<file path="src/rtl/jsu_pkg.sv">
// ----------------------------------------------------------------------------
// jsu_pkg: shared definitions for the JSON string unescaper
// Character codes, decoder modes, status codes, the queued record type and
// the sizing constants used by the front end, the queue and the back end.
// ----------------------------------------------------------------------------
`default_nettype none

package jsu_pkg;

   // Width of the decoded byte counter.
   localparam int LEN_BITS = 16;
   // Width of the length compare, wide enough for the counter and the limit register.
   localparam int SUM_W = ((LEN_BITS > 16) ? LEN_BITS : 16) + 1;

   // Queue between the front end and the back end.
   localparam int QUEUE_DEPTH = 4;
   localparam int QUEUE_AW    = $clog2(QUEUE_DEPTH);

   // Reset value of the length limit register.
   localparam logic [15:0] MAX_BYTES_RESET = 16'd511;

   // Decoder modes.
   localparam logic [2:0] M_IDLE = 3'd0;
   localparam logic [2:0] M_BODY = 3'd1;
   localparam logic [2:0] M_ESC  = 3'd2;
   localparam logic [2:0] M_HEX1 = 3'd3;
   localparam logic [2:0] M_SBSL = 3'd4;
   localparam logic [2:0] M_SU   = 3'd5;
   localparam logic [2:0] M_HEX2 = 3'd6;

   // Status codes carried by every result.
   localparam logic [1:0] ST_CONT   = 2'd0;
   localparam logic [1:0] ST_CLOSED = 2'd1;
   localparam logic [1:0] ST_ERROR  = 2'd2;

   // Character codes.
   localparam logic [7:0] CH_QUOTE  = 8'h22;
   localparam logic [7:0] CH_BSLASH = 8'h5c;
   localparam logic [7:0] CH_SLASH  = 8'h2f;
   localparam logic [7:0] CH_CTRL   = 8'h20;
   localparam logic [7:0] CH_B      = 8'h62;
   localparam logic [7:0] CH_F      = 8'h66;
   localparam logic [7:0] CH_N      = 8'h6e;
   localparam logic [7:0] CH_R      = 8'h72;
   localparam logic [7:0] CH_T      = 8'h74;
   localparam logic [7:0] CH_U      = 8'h75;
   localparam logic [7:0] CH_BS     = 8'h08;
   localparam logic [7:0] CH_FF     = 8'h0c;
   localparam logic [7:0] CH_LF     = 8'h0a;
   localparam logic [7:0] CH_CR     = 8'h0d;
   localparam logic [7:0] CH_TAB    = 8'h09;

   // Surrogate ranges.
   localparam logic [15:0] HI_SUR_LO = 16'hd800;
   localparam logic [15:0] HI_SUR_HI = 16'hdbff;
   localparam logic [15:0] LO_SUR_LO = 16'hdc00;
   localparam logic [15:0] LO_SUR_HI = 16'hdfff;

   // One queued record: the results caused by one input item.
   typedef struct packed {
      logic [3:0][7:0] bytes;     // decoded bytes, entry 0 first
      logic [1:0]      last_idx;  // index of the final result
      logic [1:0]      status;    // status shared by all results
   } rec_type;

endpackage

`default_nettype wire

</file>
<file path="src/rtl/jsu_front.sv">
// ----------------------------------------------------------------------------
// jsu_front: input decoder of the JSON string unescaper
// Accepts one raw byte per cycle while accept is high, tracks the escape
// state, encodes code points as UTF-8, checks the length limit and emits
// one record per item that causes results.
// ----------------------------------------------------------------------------
`default_nettype none

module jsu_front (
   input  wire              clock,
   input  wire              reset,
   // Input item
   input  wire              accept,
   input  wire [7:0]        in_byte,
   input  wire              at_end,
   // Limit register write
   input  wire              cfg_write,
   input  wire [15:0]       cfg_data,
   // Record towards the queue
   output logic             rec_push,
   output jsu_pkg::rec_type rec
);

   localparam logic [jsu_pkg::SUM_W-1:0] LEN_MAX =
      jsu_pkg::SUM_W'((64'd1 << jsu_pkg::LEN_BITS) - 64'd1);

   logic [15:0]                  max_bytes_ff;
   logic [2:0]                   mode_ff, mode_in;
   logic [1:0]                   hex_left_ff, hex_left_in;
   logic [15:0]                  code_acc_ff, code_acc_in;
   logic [9:0]                   high_half_ff, high_half_in;
   logic [jsu_pkg::LEN_BITS-1:0] count_ff, count_in;

   logic                         hex_ok;
   logic [3:0]                   hex_val;
   logic [15:0]                  acc_shift;
   logic [10:0]                  plane;
   logic [20:0]                  cp_sup;
   logic [2:0]                   n;
   logic [1:0]                   st;
   logic [3:0][7:0]              bytes;
   logic [jsu_pkg::SUM_W-1:0]    sum;
   logic [jsu_pkg::SUM_W-1:0]    limit;

   // Hex digit decode.
   always_comb begin
      hex_ok  = 1'b1;
      hex_val = 4'd0;
      if (in_byte >= 8'h30 && in_byte <= 8'h39) begin
         hex_val = 4'(in_byte - 8'h30);
      end else if (in_byte >= 8'h61 && in_byte <= 8'h66) begin
         hex_val = 4'(in_byte - 8'h57);
      end else if (in_byte >= 8'h41 && in_byte <= 8'h46) begin
         hex_val = 4'(in_byte - 8'h37);
      end else begin
         hex_ok = 1'b0;
      end
   end

   assign acc_shift = {code_acc_ff[11:0], hex_val};
   // Supplementary code point from the stored high half and the low surrogate.
   assign plane     = {1'b0, high_half_ff} + 11'd64;
   assign cp_sup    = {plane, acc_shift[9:0]};

   // Effective length limit.
   always_comb begin
      limit = jsu_pkg::SUM_W'(max_bytes_ff);
      if (LEN_MAX < limit) begin
         limit = LEN_MAX;
      end
   end

   assign sum = jsu_pkg::SUM_W'(count_ff) + jsu_pkg::SUM_W'(n);

   // Decoder next state and results of the current item.
   always_comb begin
      mode_in      = mode_ff;
      hex_left_in  = hex_left_ff;
      code_acc_in  = code_acc_ff;
      high_half_in = high_half_ff;
      count_in     = count_ff;
      n            = 3'd0;
      st           = jsu_pkg::ST_CONT;
      bytes        = '0;

      case (mode_ff)
         jsu_pkg::M_BODY: begin
            if (in_byte == jsu_pkg::CH_QUOTE) begin
               st = jsu_pkg::ST_CLOSED;
            end else if (in_byte < jsu_pkg::CH_CTRL) begin
               st = jsu_pkg::ST_ERROR;
            end else if (in_byte == jsu_pkg::CH_BSLASH) begin
               mode_in = jsu_pkg::M_ESC;
            end else begin
               bytes[0] = in_byte;
               n        = 3'd1;
            end
         end
         jsu_pkg::M_ESC: begin
            mode_in = jsu_pkg::M_BODY;
            case (in_byte)
               jsu_pkg::CH_QUOTE, jsu_pkg::CH_BSLASH, jsu_pkg::CH_SLASH: begin
                  bytes[0] = in_byte;
                  n        = 3'd1;
               end
               jsu_pkg::CH_B: begin
                  bytes[0] = jsu_pkg::CH_BS;
                  n        = 3'd1;
               end
               jsu_pkg::CH_F: begin
                  bytes[0] = jsu_pkg::CH_FF;
                  n        = 3'd1;
               end
               jsu_pkg::CH_N: begin
                  bytes[0] = jsu_pkg::CH_LF;
                  n        = 3'd1;
               end
               jsu_pkg::CH_R: begin
                  bytes[0] = jsu_pkg::CH_CR;
                  n        = 3'd1;
               end
               jsu_pkg::CH_T: begin
                  bytes[0] = jsu_pkg::CH_TAB;
                  n        = 3'd1;
               end
               jsu_pkg::CH_U: begin
                  mode_in     = jsu_pkg::M_HEX1;
                  hex_left_in = 2'd3;
                  code_acc_in = 16'd0;
               end
               default: begin
                  st = jsu_pkg::ST_ERROR;
               end
            endcase
         end
         jsu_pkg::M_HEX1, jsu_pkg::M_HEX2: begin
            if (!hex_ok) begin
               st = jsu_pkg::ST_ERROR;
            end else begin
               code_acc_in = acc_shift;
               if (hex_left_ff != 2'd0) begin
                  hex_left_in = hex_left_ff - 2'd1;
               end else if (mode_ff == jsu_pkg::M_HEX1) begin
                  if (acc_shift >= jsu_pkg::HI_SUR_LO && acc_shift <= jsu_pkg::HI_SUR_HI) begin
                     // High surrogate: the range is aligned, so the low ten bits are the half.
                     high_half_in = acc_shift[9:0];
                     mode_in      = jsu_pkg::M_SBSL;
                  end else if (acc_shift >= jsu_pkg::LO_SUR_LO &&
                               acc_shift <= jsu_pkg::LO_SUR_HI) begin
                     st = jsu_pkg::ST_ERROR;
                  end else begin
                     mode_in = jsu_pkg::M_BODY;
                     if (acc_shift <= 16'h007f) begin
                        bytes[0] = acc_shift[7:0];
                        n        = 3'd1;
                     end else if (acc_shift <= 16'h07ff) begin
                        bytes[0] = {3'b110, acc_shift[10:6]};
                        bytes[1] = {2'b10, acc_shift[5:0]};
                        n        = 3'd2;
                     end else begin
                        bytes[0] = {4'b1110, acc_shift[15:12]};
                        bytes[1] = {2'b10, acc_shift[11:6]};
                        bytes[2] = {2'b10, acc_shift[5:0]};
                        n        = 3'd3;
                     end
                  end
               end else begin
                  if (acc_shift < jsu_pkg::LO_SUR_LO || acc_shift > jsu_pkg::LO_SUR_HI) begin
                     st = jsu_pkg::ST_ERROR;
                  end else begin
                     mode_in  = jsu_pkg::M_BODY;
                     bytes[0] = {5'b11110, cp_sup[20:18]};
                     bytes[1] = {2'b10, cp_sup[17:12]};
                     bytes[2] = {2'b10, cp_sup[11:6]};
                     bytes[3] = {2'b10, cp_sup[5:0]};
                     n        = 3'd4;
                  end
               end
            end
         end
         jsu_pkg::M_SBSL: begin
            if (in_byte == jsu_pkg::CH_BSLASH) begin
               mode_in = jsu_pkg::M_SU;
            end else begin
               st = jsu_pkg::ST_ERROR;
            end
         end
         jsu_pkg::M_SU: begin
            if (in_byte == jsu_pkg::CH_U) begin
               mode_in     = jsu_pkg::M_HEX2;
               hex_left_in = 2'd3;
               code_acc_in = 16'd0;
            end else begin
               st = jsu_pkg::ST_ERROR;
            end
         end
         default: begin
            // Idle and unused codes wait for the opening quote.
            if (in_byte == jsu_pkg::CH_QUOTE) begin
               mode_in      = jsu_pkg::M_BODY;
               hex_left_in  = 2'd0;
               code_acc_in  = 16'd0;
               high_half_in = 10'd0;
               count_in     = '0;
            end else begin
               st = jsu_pkg::ST_ERROR;
            end
         end
      endcase

      // Length limit check.
      if (st == jsu_pkg::ST_CONT && n != 3'd0) begin
         if (sum > limit) begin
            st = jsu_pkg::ST_ERROR;
         end else begin
            count_in = sum[jsu_pkg::LEN_BITS-1:0];
         end
      end

      // End of data inside an open string.
      if (st == jsu_pkg::ST_CONT && at_end) begin
         st = jsu_pkg::ST_ERROR;
      end

      // Completion or error returns to idle.
      if (st != jsu_pkg::ST_CONT) begin
         mode_in      = jsu_pkg::M_IDLE;
         hex_left_in  = 2'd0;
         code_acc_in  = 16'd0;
         high_half_in = 10'd0;
         count_in     = '0;
      end
   end

   // Record for the back end; an ending item gives one result without data.
   always_comb begin
      rec_push = accept && (st != jsu_pkg::ST_CONT || n != 3'd0);
      rec.status = st;
      if (st != jsu_pkg::ST_CONT) begin
         rec.bytes    = '0;
         rec.last_idx = 2'd0;
      end else begin
         rec.bytes    = bytes;
         rec.last_idx = 2'(n - 3'd1);
      end
   end

   // Decoder state and limit register.
   always_ff @(posedge clock) begin
      if (reset) begin
         max_bytes_ff <= jsu_pkg::MAX_BYTES_RESET;
         mode_ff      <= jsu_pkg::M_IDLE;
         hex_left_ff  <= 2'd0;
         code_acc_ff  <= 16'd0;
         high_half_ff <= 10'd0;
         count_ff     <= '0;
      end else begin
         if (cfg_write) begin
            max_bytes_ff <= cfg_data;
         end
         if (accept) begin
            mode_ff      <= mode_in;
            hex_left_ff  <= hex_left_in;
            code_acc_ff  <= code_acc_in;
            high_half_ff <= high_half_in;
            count_ff     <= count_in;
         end
      end
   end

endmodule

`default_nettype wire

</file>
<file path="src/rtl/jsu_queue.sv">
// ----------------------------------------------------------------------------
// jsu_queue: record queue between decoder and result sequencer
// A small register queue that lets the front end keep accepting bytes while
// the back end is still emitting the bytes of earlier records.
// ----------------------------------------------------------------------------
`default_nettype none

module jsu_queue (
   input  wire              clock,
   input  wire              reset,
   input  wire              push,
   input  jsu_pkg::rec_type push_data,
   output logic             full,
   input  wire              pop,
   output jsu_pkg::rec_type pop_data,
   output logic             empty
);

   jsu_pkg::rec_type               mem_ff [jsu_pkg::QUEUE_DEPTH];
   logic [jsu_pkg::QUEUE_AW-1:0]   wr_ptr_ff;
   logic [jsu_pkg::QUEUE_AW-1:0]   rd_ptr_ff;
   logic [jsu_pkg::QUEUE_AW:0]     count_ff;
   logic                           do_push;
   logic                           do_pop;

   assign full     = (count_ff == (jsu_pkg::QUEUE_AW+1)'(jsu_pkg::QUEUE_DEPTH));
   assign empty    = (count_ff == '0);
   assign do_push  = push && !full;
   assign do_pop   = pop && !empty;
   assign pop_data = mem_ff[rd_ptr_ff];

   // Storage.
   always_ff @(posedge clock) begin
      if (do_push) begin
         mem_ff[wr_ptr_ff] <= push_data;
      end
   end

   // Pointers and fill level.
   always_ff @(posedge clock) begin
      if (reset) begin
         wr_ptr_ff <= '0;
         rd_ptr_ff <= '0;
         count_ff  <= '0;
      end else begin
         if (do_push) begin
            wr_ptr_ff <= wr_ptr_ff + jsu_pkg::QUEUE_AW'(1);
         end
         if (do_pop) begin
            rd_ptr_ff <= rd_ptr_ff + jsu_pkg::QUEUE_AW'(1);
         end
         if (do_push && !do_pop) begin
            count_ff <= count_ff + (jsu_pkg::QUEUE_AW+1)'(1);
         end else if (do_pop && !do_push) begin
            count_ff <= count_ff - (jsu_pkg::QUEUE_AW+1)'(1);
         end
      end
   end

endmodule

`default_nettype wire

</file>
<file path="src/rtl/jsu_back.sv">
// ----------------------------------------------------------------------------
// jsu_back: result sequencer of the JSON string unescaper
// Holds one record and presents its results one per cycle on the result
// channel while rsp_pop is high, loading the next record when none is held
// or as the last result of the current one is taken.
// ----------------------------------------------------------------------------
`default_nettype none

module jsu_back (
   input  wire              clock,
   input  wire              reset,
   // Record from the queue
   input  jsu_pkg::rec_type q_data,
   input  wire              q_empty,
   output logic             q_pop,
   // Result channel
   output logic             rsp_empty,
   input  wire              rsp_pop,
   output logic [7:0]       rsp_out_byte,
   output logic             rsp_out_valid,
   output logic             rsp_out_last,
   output logic [1:0]       rsp_status
);

   jsu_pkg::rec_type cur_ff;
   logic             cur_valid_ff;
   logic [1:0]       idx_ff;
   logic             is_last;
   logic             take;

   assign is_last = (idx_ff == cur_ff.last_idx);
   assign take    = rsp_pop && cur_valid_ff;
   assign q_pop   = !q_empty && (!cur_valid_ff || (take && is_last));

   // Result fields from the held record.
   assign rsp_empty     = !cur_valid_ff;
   assign rsp_out_byte  = cur_ff.bytes[idx_ff];
   assign rsp_out_valid = (cur_ff.status == jsu_pkg::ST_CONT);
   assign rsp_out_last  = is_last;
   assign rsp_status    = cur_ff.status;

   // Record payload.
   always_ff @(posedge clock) begin
      if (q_pop) begin
         cur_ff <= q_data;
      end
   end

   // Held record valid flag and result index.
   always_ff @(posedge clock) begin
      if (reset) begin
         cur_valid_ff <= 1'b0;
         idx_ff       <= 2'd0;
      end else begin
         if (q_pop) begin
            cur_valid_ff <= 1'b1;
            idx_ff       <= 2'd0;
         end else if (take) begin
            if (is_last) begin
               cur_valid_ff <= 1'b0;
               idx_ff       <= 2'd0;
            end else begin
               idx_ff <= idx_ff + 2'd1;
            end
         end
      end
   end

endmodule

`default_nettype wire

</file>
<file path="src/rtl/json_string_unescape_utf8.sv">
// ----------------------------------------------------------------------------
// json_string_unescape_utf8: JSON string unescaper with UTF-8 output
// Decodes the raw bytes of one quoted JSON string into UTF-8 bytes.
// ----------------------------------------------------------------------------
// Usage:
// Raw bytes enter on the req_ channel, one item per cycle, accepted when
// req_push is high and req_full is low. Results leave on the rsp_ channel:
// the oldest result is shown while rsp_empty is low and is taken with
// rsp_pop. Each item causes no result, one to four decoded bytes, or one
// final result without data that carries the closed or error status.
// Results pass the record queue and the sequencer register on the way out; the
// input takes one byte per cycle while req_full is low. The result side gives
// one result per cycle while rsp_pop is high, so items that expand to several
// bytes are drained at that rate; a four-entry record queue sits between
// decoder and sequencer, and req_full rises once it fills while the receiver
// stalls or drains multi-byte records. The length limit is written on the csr_
// channel, which is always ready. Reset puts the decoder in idle awaiting an
// opening quote, sets the limit to 511 and empties both queue and output.
// ----------------------------------------------------------------------------
`default_nettype none

module json_string_unescape_utf8 (
   input  wire        clock,
   input  wire        reset,
   // Input channel
   input  wire        req_push,
   output logic       req_full,
   input  wire [7:0]  req_in_byte,
   input  wire        req_at_end,
   // Result channel
   output logic       rsp_empty,
   input  wire        rsp_pop,
   output logic [7:0] rsp_out_byte,
   output logic       rsp_out_valid,
   output logic       rsp_out_last,
   output logic [1:0] rsp_status,
   // Configuration channel
   input  wire        csr_valid,
   output logic       csr_ready,
   input  wire [15:0] csr_max_bytes
);

   logic             accept;
   logic             rec_push;
   jsu_pkg::rec_type rec;
   jsu_pkg::rec_type q_data;
   logic             q_empty;
   logic             q_pop;

   assign csr_ready = 1'b1;
   assign accept    = req_push && !req_full;

   // Decoder front end.
   jsu_front u_front (
      .clock     (clock),
      .reset     (reset),
      .accept    (accept),
      .in_byte   (req_in_byte),
      .at_end    (req_at_end),
      .cfg_write (csr_valid && csr_ready),
      .cfg_data  (csr_max_bytes),
      .rec_push  (rec_push),
      .rec       (rec)
   );

   // Record queue.
   jsu_queue u_queue (
      .clock     (clock),
      .reset     (reset),
      .push      (rec_push),
      .push_data (rec),
      .full      (req_full),
      .pop       (q_pop),
      .pop_data  (q_data),
      .empty     (q_empty)
   );

   // Result sequencer.
   jsu_back u_back (
      .clock         (clock),
      .reset         (reset),
      .q_data        (q_data),
      .q_empty       (q_empty),
      .q_pop         (q_pop),
      .rsp_empty     (rsp_empty),
      .rsp_pop       (rsp_pop),
      .rsp_out_byte  (rsp_out_byte),
      .rsp_out_valid (rsp_out_valid),
      .rsp_out_last  (rsp_out_last),
      .rsp_status    (rsp_status)
   );

endmodule

`default_nettype wire

</file>
<file path="config.mk">
export PLATFORM = sky130hd
export DESIGN_NAME = json_string_unescape_utf8
export DESIGN_NICKNAME = d
export VERILOG_FILES = /design/src/rtl/jsu_pkg.sv /design/src/rtl/jsu_front.sv /design/src/rtl/jsu_queue.sv /design/src/rtl/jsu_back.sv /design/src/rtl/json_string_unescape_utf8.sv
export SDC_FILE = /design/constraint.sdc
export NUM_CORES = 1
export LEC_CHECK = 0
export BUFFER_PORTS_ARGS = -buffer_cell sky130_fd_sc_hd__buf_2
export CAP_MARGIN = 15
export CORE_MARGIN = 5
export CORE_UTILIZATION = 50
export CTS_CLUSTER_SIZE = 20
export DETAILED_ROUTE_END_ITERATION = 12
export PLACE_DENSITY = 0.74
export SLEW_MARGIN = 20
export SYNTH_ARGS = -nofsm -noshare
export SYNTH_HDL_FRONTEND = slang
export SYNTH_SLANG_ARGS = --single-unit
</file>
<file path="constraint.sdc">
create_clock -name clock -period 6 [get_ports clock]
set_input_delay 0.3 -clock clock [delete_from_list [all_inputs] [get_ports clock]]
set_output_delay 0.3 -clock clock [all_outputs]
set_load 0.005 [all_outputs]
</file>
Word level (Yosys, flattened, before mapping). Memories as Yosys holds them, arrays and structs flattened. A register that Yosys moved wholly into a read port is not among the register bits. Cells that the tools add are included.

Register bits: 69. Bits in writable memories: 144. Output and inout port bits: 15. Word-level logic and storage cells: 225. Memories kept: 1.

Memory list: u_queue.mem_ff (words 4, width 36, read ports 1, clocked after memory_dff 1, wr ports 1, line jsu_queue.sv:19) `jsu_pkg::rec_type mem_ff [jsu_pkg::QUEUE_DEPTH];`.

$add $sub $neg: 12. Magnitude comparators: 17. Equality and inequality tests: 32. Mux-type cells: 101. Reductions and logical operators: 51.

Operator list (count): 16-bit 2-to-1 mux (6); 24-bit 2-to-1 mux (4); 32-bit 2-to-1 mux (3); 3-bit 2-to-1 mux (24); 10-bit 2-to-1 mux (6); 8-bit by 7-bit == test with 1-bit output, second input constant (7); 8-bit 2-to-1 mux (7); 12-bit 2-to-1 mux (4); 8-bit case mux with 6 select lines (1); 2-bit 2-to-1 mux (22); 12-bit case mux with 3 select lines (1); 34-bit 2-to-1 mux (1); 16-bit greater-or-equal comparator, second input constant (2); 16-bit less-or-equal comparator, second input constant (2); 3-bit by 1-bit inequality test with 1-bit output, second input constant (8); 8-bit case mux with 3 select lines (1); 10-bit case mux with 2 select lines (1); 16-bit by 3-bit adder with 17-bit output (1); 17-bit by 16-bit > comparator with 1-bit output (1); 8-bit binary-select mux with 2-bit select (1); 8-bit by 6-bit == test with 1-bit output, second input constant (2); 8-bit by 7-bit greater-or-equal comparator with 1-bit output, second input constant (2); 16-bit > comparator, second input constant (1); 16-bit by 11-bit less-or-equal comparator with 1-bit output, second input constant (1); 49 further kinds (104).

Depth between registers and ports, before layout. Gate-level depths: netlist (run 1).

Depth in word-level cells: 29. Gate-level depth with buffers: 27. Depth with buffers taken out: 26.

Cells and area by module. Synthesis (run 1) repeated with hierarchy kept, for this count alone.

Cell total of the unflattened synthesis: 936. Area, all modules: 12009.0 um^2.

Modules (own cells, without submodules): jsu_queue (times used 1, cells an instance 236, area each 5696.7 um^2, seq. area each 4504.3 um^2); jsu_front (times used 1, cells an instance 626, area each 4802.1 um^2, seq. area each 1181.1 um^2); jsu_back (times used 1, cells an instance 71, area each 1485.2 um^2, seq. area each 1141.1 um^2); json_string_unescape_utf8 (times used 1, cells an instance 3, area each 25.0 um^2, seq. area each 0.0 um^2).

Worst setup path before layout (run 1). No wires, ideal clock.

Kind: input port to flip-flop. From: input port req_in_byte[0]. To: memory u_queue.mem_ff[0][6] in the netlist's numbering (data pin). Arrival time: 6.292 ns. Required time: 5.805 ns. Path slack: -0.487 ns. Stages on the path: 24. Path buffers: 0. Cells stage by stage: inv_1 > ha_1 > o21bai_1 > a2111oi_2 > o21ai_0 > nand2b_1 > a21oi_1 > or3_1 > ha_1 > inv_1 > fa_1 > nand2b_1 > a2111oi_1 > nand3_1 > xnor2_1 > ha_1 > nand4_1 > or4_1 > o211ai_1 > o211a_1 > a21oi_2 > nor2_1 > o21ai_1 > a41oi_1.

RTL lines: start, declared (line json_string_unescape_utf8.sv:28) `input wire [7:0] req_in_byte,`; end, declared (line jsu_queue.sv:19).

==> summary.txt, run 1 <==
Outcome
  – Status: finished, final reports clean

Routing
  – Total iterations of the first detailed-routing run: 5
  – Number of nets with antenna violations after routing: 0
  – Overall routed net length: between 20 and 30 mm
  – Starting DRC count in detailed routing: approximately 700
  – Detailed-route DRC error count: 0
  – Number of vias per cell: between 5 and 6
  – Average wire length per cell after detail routing: around 20 um
  – Total number of vias: between 7,000 and 8,000

Timing
  – WHS: 0.0149 ns
  – Headroom to the max-slew limit: approximately two fifths
  – Final min period: ~5.8 ns
  – Pins Over Slew Limit: 0
  – Sum of negative setup slack: 0 ns
  – Endpoints failing setup: 0
  – Final count of hold timing violations: 0
  – Setup repair after global routing missed its margin: yes
  – Final critical-path share of the clock period: between 90% and 100%
  – Setup Skew: ~0.018 ns
  – Slew at the pin closest to its max-slew limit: slightly above 0.9 ns
  – Achievable clock frequency: about 170 MHz

Synth
  – Post-Synthesis Mean Instance Area: between 10 and 15 um^2
  – Count of state elements after synthesis: approximately 230
  – Synthesized netlist cell count: 924
  – Top post-synthesis cells by area: sky130_fd_sc_hd__edfxtp_1 (45%), sky130_fd_sc_hd__dfxtp_1 (12%), sky130_fd_sc_hd__mux4_2 (8.1%)
  – Number of enable flip-flop cells after synthesis: roughly 170
  – Synth top area share: around 45%
  – Async SR Flop Fraction: 0%
  – Combined area of all synthesized cells: ~0.011 mm^2
  – Top FF cell, synth: sky130_fd_sc_hd__edfxtp_1
  – YS warnings: 0
  – Post-synthesis sequential area ratio: between 50% and 60%
  – Post-synthesis net count: ~1,000
  – Post-synthesis cell type count: 74
  – Most area-hungry cell type in the Yosys netlist: sky130_fd_sc_hd__edfxtp_1

Floorplanning
  – Die Y-Extent: about 160 um
  – Placement row count: 54
  – Starting Density: 50.9%
  – Die extent in x: approximately 160 um
  – Full die area: 0.0253 mm^2
  – I/O pin cnt: 45
  – Area of the core: 0.0219 mm^2

CTS
  – Number of clock sinks seen by CTS: around 230
  – Clock tree from TritonCTS: yes
  – Clock-pin slew reported for the worst setup and hold paths after clock tree synthesis: approximately 0.070 ns
  – Root buf cell: sky130_fd_sc_hd__clkbuf_16
  – Total CTS buffers: 24
  – Buffers inserted during post-CTS setup optimization: 0
  – Clock network latency to the later pin of the worst-skew pair: about 0.53 ns
  – Clock Path Buffers: 3
  – CTS H-tree lvls: 1

Pwr
  – Worst voltage drop across the vdd grid: 0.000212 V
  – Power density over cell area: about 350 mW/mm^2
  – Pwr Total: roughly 4.6 mW
  – Static Leak: around 4.6 nW

Layout
  – Commonest cells after routing, fill and taps aside: sky130_fd_sc_hd__edfxtp_1 (165), sky130_fd_sc_hd__nand2_1 (77), sky130_fd_sc_hd__buf_4 (73)
  – Area of all placed cells without fillers: approximately 0.013 mm^2
  – End-of-flow core utilization: between 60% and 70%
  – Final nets: between 1,000 and 1,500
  – Share of cells above drive strength 1: between 20% and 30%
  – Layout-stage area growth over the synthesis result: 18.2%
  – Antenna fix cells: 0
  – Fill cell instance count of the final layout: 1,710
  – Commonest non-fill, non-tap cell in the layout: sky130_fd_sc_hd__edfxtp_1

Critical path
  – Crit Path Class: input pin to flop
  – Setup crit start kind: input pin
  – Arrival time at the worst endpoint: 6.13 ns
  – Maximum fanout along the worst path: 8
  – Critical path data required time: about 6.4 ns
  – Critical path capture point type: flop

Global routing
  – Global-route total usage across every layer: between 20 and 25%
  – Via count of the first global-routing pass: 7,730
  – Maximum number of pins on one net before global-route repair: 56
  – Gr ovfl total: 0
  – Initial antenna violation count: 0
  – First-pass GRT wire length: approximately 42 mm

Placement
  – Area of placed instances: between 0.01 and 0.015 mm^2
  – Post-DP HPWL: between 15 and 20 mm
  – Number of port buffers: between 40 and 50
  – Routability congestion estimate: approximately 0.94

Hold path
  – Type of the tightest min-delay check: input pin to flop

Job
  – Number of max-cap violations: 0
metal layers:
layer / up-vias / part of all wire (%) / track usage (%)
met5: - / 0 / 0
met4: 0 / 2.0 / 4.96
met3: 46 / 5.9 / 3.26
met2: 240 / 50 / 35.1
met1: 3805 / 42 / 27.4
li1: 3673 / - / -
final cells by class:
cell class              count  area [um^2]  area share (%)
multi-input cells         589         4540            34.5
repair buffers            126          865            6.57
clock buffers              26          629            4.78
inverters                  42          158            1.20
flip-flops and latches    234         6340            48.2
clock inverters            18          274            2.08
well taps                 280          350            2.66
critical path: stages:
cell,delay [ns]
sky130_fd_sc_hd__buf_2,0.10
sky130_fd_sc_hd__or4b_1,0.62
sky130_fd_sc_hd__a311oi_4,0.25
sky130_fd_sc_hd__o21ai_0,0.13
sky130_fd_sc_hd__nand2b_1,0.20
sky130_fd_sc_hd__a21oi_2,0.14
sky130_fd_sc_hd__or3_1,0.16
sky130_fd_sc_hd__ha_1,0.17
sky130_fd_sc_hd__inv_1,0.05
sky130_fd_sc_hd__fa_1,0.42
sky130_fd_sc_hd__nand2b_1,0.24
sky130_fd_sc_hd__a21bo_2,0.25
sky130_fd_sc_hd__or3_1,0.36
sky130_fd_sc_hd__xnor2_1,0.16
sky130_fd_sc_hd__ha_1,0.30
sky130_fd_sc_hd__nand4_1,0.16
sky130_fd_sc_hd__or4_1,0.57
sky130_fd_sc_hd__o211ai_1,0.15
sky130_fd_sc_hd__o211a_1,0.25
sky130_fd_sc_hd__a21oi_2,0.11
sky130_fd_sc_hd__buf_4,0.15
sky130_fd_sc_hd__nor2_1,0.21
sky130_fd_sc_hd__o21ai_2,0.21
sky130_fd_sc_hd__a41oi_1,0.28
sky130_fd_sc_hd__buf_4,0.19
worst paths after layout:
path                            cells past startpoint                     from  slack [ns]                       end
worst max register to register                     23   u_front.code_acc_ff[8]        0.26      u_queue.mem_ff[0][6]
worst max-delay path                               25           req_in_byte[3]        0.24      u_queue.mem_ff[0][6]
worst min-delay path                                3        csr_max_bytes[13]        0.01  u_front.max_bytes_ff[13]
worst min register to register                      2  u_front.high_half_ff[4]        0.45   u_front.high_half_ff[4]
what timing repair did:
action / CTS / global route
setup endpoints to repair: 0 / 171
gates resized for setup: 0 / 30
hold endpoints to repair: 9 / 0
hold buffers: 9 / 0
cell families (layout without fill, tap and decap cells):
logic type / Yosys count / after routing / synth area share [%]
AOI/OAI and AO/OA: 194 / 194 / 11.8
xor gates and xnor gates: 25 / 25 / 1.97
adders and majority gates: 34 / 34 / 3.93
buffers and inverters: 101 / 212 / 3.60
DFF: 234 / 234 / 56.9
muxes: 52 / 52 / 9.18
other: 1 / 1 / 0.0337
and+or+nand+nor: 283 / 283 / 12.6
cell usage after synthesis, drive strengths merged, types with 10 or more instances:
library cell and instances:
dfxtp 69, o21ai 32, edfxtp 165, and3 10, a21oi 70, xor2 12
xnor2 13, and2 10, o211ai 11, ha 31, nor3 19, a22oi 11
nand3 33, mux2i 11, buf 19, nor2 65, inv 42, nand2 79
or3 11, mux4 40, clkbuf 40
sequential cells by signal (all words and copies together), names as in the netlist:
register / cells
u_front.mode_ff: 3
u_queue.wr_ptr_ff: 2
u_front.hex_left_ff: 2
u_queue.count_ff: 3
u_front.max_bytes_ff: 16
u_front.code_acc_ff: 12
u_queue.rd_ptr_ff: 2
u_back.cur_ff: 31
u_queue.mem_ff: 132
u_front.count_ff: 16
u_back.rsp_status: 2
u_back.idx_ff: 2
u_back.cur_valid_ff: 1
u_front.high_half_ff: 10
where the power goes:
group	total, mW	internal [mW]	switching, mW	leakage (nW)
registers	2.14	2.03	0.113	2.08
clock network	1.68	1.06	0.617	0.436
logic	0.795	0.363	0.433	2.12
stage by stage:
step	worst slack, ns	std cells
final	0.244	1315
after global routing	-0.0174	1315
after CTS	0.0511	1315
after detailed placement	-0.310	1262
after global placement	-0.209	1262
after floorplan	0.0201	924
Note: power is estimated with default switching activity, not from simulation.
==> run 2: changes to the inputs <==
CORE_ASPECT_RATIO = 1.4   (was not set)
CTS_BUF_LIST = sky130_fd_sc_hd__clkbuf_16   (was not set)
==> run 2 against run 1 <==
Worst setup slack improved by 0.11 ns. Sequential share of layout area increased by 0.92 points. Highest routed layer unchanged. Via count decreased by 0.93%. Clock-buffer cell count decreased by 3. Die area increased by 0.17%. Design area decreased by 1.9%. Critical endpoint is now u_queue.mem_ff[3][6]. Final cell count increased by 0.99%. Fmax increased by 1.9%. Flip-flop and latch count unchanged. Largest cell class unchanged. Worst hold slack improved by 0.0031 ns.
==> summary.txt, run 2 (same netlist as run 1, synthesis figures left out) <==
Outcome
  – Status: finished, final reports clean

Timing
  – Final critical-path share of the clock period: 94.1% (-1.8 points)
  – Achievable clock frequency: 177 MHz (+1.9%)
  – Sum of negative setup slack: 0 ns (unchanged)
  – Final count of hold timing violations: 0 (unchanged)
  – Final min period: 5.65 ns (-0.110 ns)
  – Final setup margin: 0.354 ns (+0.110 ns)
  – Slew at the pin closest to its max-slew limit: 1.05 ns (+0.124 ns)
  – Endpoints failing setup: 0 (unchanged)
  – Setup repair after global routing missed its margin: no
  – Setup Skew: 0.0146 ns (-0.00323 ns)
  – Headroom to the max-slew limit: 30.0% (-8.3 points)
  – Pins Over Slew Limit: 0 (unchanged)

CTS
  – Number of clock sinks seen by CTS: 234 (unchanged)
  – Root buf cell: sky130_fd_sc_hd__clkbuf_16
  – Clock tree from TritonCTS: yes
  – CTS H-tree lvls: 1 (unchanged)
  – Clock-pin slew reported for the worst setup and hold paths after clock tree synthesis: 0.06 ns (about the same)
  – Clock Path Buffers: 3 (unchanged)
  – Clock network latency to the later pin of the worst-skew pair: 0.50 ns (-0.03 ns)
  – Total CTS buffers: 23 (-4.2%)

Layout
  – Max FFs per register: 132 (unchanged)
  – Commonest cells after routing, fill and taps aside: sky130_fd_sc_hd__edfxtp_1 (165), sky130_fd_sc_hd__buf_4 (81), sky130_fd_sc_hd__nand2_1 (79)
  – Antenna fix cells: 0 (unchanged)
  – Layout-stage area growth over the synthesis result: 16.0%
  – Multi-input logic area: 0.00450 mm^2 (-0.83%)
  – Registers with the highest flip-flop counts: u_queue.mem_ff x132, u_back.cur_ff x31
  – End-of-flow core utilization: 58.8% (-1.3 points)
  – Share of cells above drive strength 1: 22.1% (-0.78 points)
  – Final nets: 1,078 (-0.19%)
  – Fill cell instance count of the final layout: 1,814 (+6.1%)
  – Seq. cell area: 0.00634 mm^2 (unchanged)
  – Count of placed standard cells in the final layout, fillers left out: 1,328 (+0.99%)
  – Largest Register: u_queue.mem_ff
  – Commonest non-fill, non-tap cell in the layout: sky130_fd_sc_hd__edfxtp_1

Routing
  – Total number of vias: 7,692 (-0.93%)
  – Number of vias per cell: 5.79 (-1.9%)
  – Starting DRC count in detailed routing: 538 (-22%)
  – Number of nets with antenna violations after routing: 0 (unchanged)
  – Average wire length per cell after detail routing: 18.8 um (-6.2%)
  – Total iterations of the first detailed-routing run: 5 (unchanged)
  – Detailed-route DRC error count: 0 (unchanged)
  – Overall routed net length: 25.0 mm (-5.2%)

Critical path
  – Critical path cell sequence: buf_2 -> or4b_1 -> a311oi_4 -> o21ai_0 -> nand2b_1 -> a21oi_1 -> or3_1 -> ha_1 -> inv_1 -> fa_1 -> nand2b_1 -> a21bo_2 -> or3_1 -> xnor2_1 -> ha_1 -> nand4_1 -> or4_1 -> o211ai_1 -> o211a_1 -> a21oi_2 -> nor2_1 -> o21ai_1 -> a41oi_1
  – Launching instance or port of the critical path: req_in_byte[3]
  – Crit Reg-Reg Startpoint: u_front.mode_ff[0]
  – Crit Path Class: input pin to flop
  – Cells on worst reg2reg path: 22 (-4.3%)
  – Arrival time at the worst endpoint: 5.93 ns (-0.20 ns)
  – Maximum fanout along the worst path: 8 (unchanged)
  – Setup crit start kind: input pin
  – Critical path data required time: 6.28 ns (-0.10 ns)
  – Slowest library cell on the worst path: sky130_fd_sc_hd__or4b_1
  – Critical path capture point type: flop
  – Highest cell delay on the worst timing path: 0.59 ns (-0.03 ns)

Hold path
  – Hold wc startpoint: csr_max_bytes[6]
  – Type of the tightest min-delay check: input pin to flop
  – Hold Path Depth: 3 (unchanged)

Global routing
  – Global-route total usage across every layer: 19.6% (-0.81 points)
  – First-pass GRT wire length: 40.2 mm (-5.2%)
  – Initial antenna violation count: 0 (unchanged)
  – Gr ovfl total: 0 (unchanged)
  – Maximum number of pins on one net before global-route repair: 56 (unchanged)
  – Via count of the first global-routing pass: 7,793 (+0.82%)

Placement
  – Post-placement setup slack: -0.262 ns (+0.0479 ns)
  – Cell total after placement: 1,286 (+1.9%)
  – Number of port buffers: 43 (unchanged)
  – Routability congestion estimate: 0.926 (-1.3%)
  – Post-DP HPWL: 17.5 mm (-1.9%)

Floorplanning
  – Starting Density: 50.7% (-0.12 points)
  – Area of the core: 0.0219 mm^2 (+0.23%)
  – I/O pin cnt: 45 (unchanged)
  – Full die area: 0.0254 mm^2 (+0.17%)
  – Die Y-Extent: 187 um (+17%)
  – Placement row count: 64 (+19%)
  – Die extent in x: 136 um (-15%)

Pwr
  – Power density over cell area: 328 mW/mm^2 (-6.4%)
  – Static Leak: 4.53 nW (-2.2%)
  – Worst voltage drop across the vdd grid: 0.000230 V (+8.5%)

Job
  – Number of max-cap violations: 0 (unchanged)
-- run 2: cell count changes in the layout (fill, tap and decap cells not counted), moves of 3 or more --
cell	before	now
sky130_fd_sc_hd__bufinv_16	7	1
sky130_fd_sc_hd__buf_4	73	81
sky130_fd_sc_hd__a21oi_2	5	1
sky130_fd_sc_hd__inv_1	41	44
sky130_fd_sc_hd__a21oi_1	64	68
sky130_fd_sc_hd__dlygate4sd3_1	9	0
-- run 2: area by class of cell --
| type | instances | share of cell area, % |
|---|---|---|
| Clock buffer | 23 | 4.46 |
| Clock inverter | 18 | 0.979 |
| Inverter | 42 | 1.22 |
| Multi-Input combinational cell | 589 | 34.9 |
| Sequential cell | 234 | 49.1 |
| Tap cell | 297 | 2.88 |
| Timing Repair Buffer | 125 | 6.47 |
-- run 2: path summary, 6_finish.rpt --
| check | slack, ns | to |
|---|---|---|
| worst max-delay path | 0.35 | u_queue.mem_ff[3][6] |
| worst min register to register | 0.46 | u_front.high_half_ff[5] |
| worst max register to register | 0.37 | u_queue.mem_ff[3][6] |
| worst min-delay path | 0.02 | u_front.max_bytes_ff[6] |
-- run 2: what timing repair did --
action,in CTS,in global routing
setup buffers,0,0
hold buffers,0,0
resized for setup,0,15
endpoints found under the setup margin,0,158
-- run 2: report_power, final --
group | switching (mW) | leakage, nW | internal [mW]
sequential | 0.0968 | 2.08 | 2.02
combinational | 0.419 | 2.11 | 0.359
clock | 0.590 | 0.344 | 0.747
-- run 2: metal layers --
layer  vias up  global-route usage, %  part of all wire [%]
met5         -                      0                     0
met4         0                   8.11                   4.5
met3        69                   2.53                   4.3
met2       211                   35.0                    53
met1      3739                   23.7                    38
li1       3673                      -                     -
-- run 2: stage by stage --
step	hold slack (ns)	cell area (um^2)	power [mW]
floorplan	0.429	11200	2.68
global placement	0.443	12100	2.91
detailed placement	0.447	12100	2.94
CTS	0.00345	12800	4.28
global route	0.0236	12900	4.44
finish	0.0180	12900	4.24
-- run 2: worst max-delay path, delay by kind of cell --
family	cells	cell delay [ns]
AND/OR/NAND/NOR	8	2.49
AO/OA/AOI/OAI	9	1.96
adder cells (fa/ha/maj)	3	0.86
buffers and inverters	2	0.15
XOR/XNOR	1	0.15
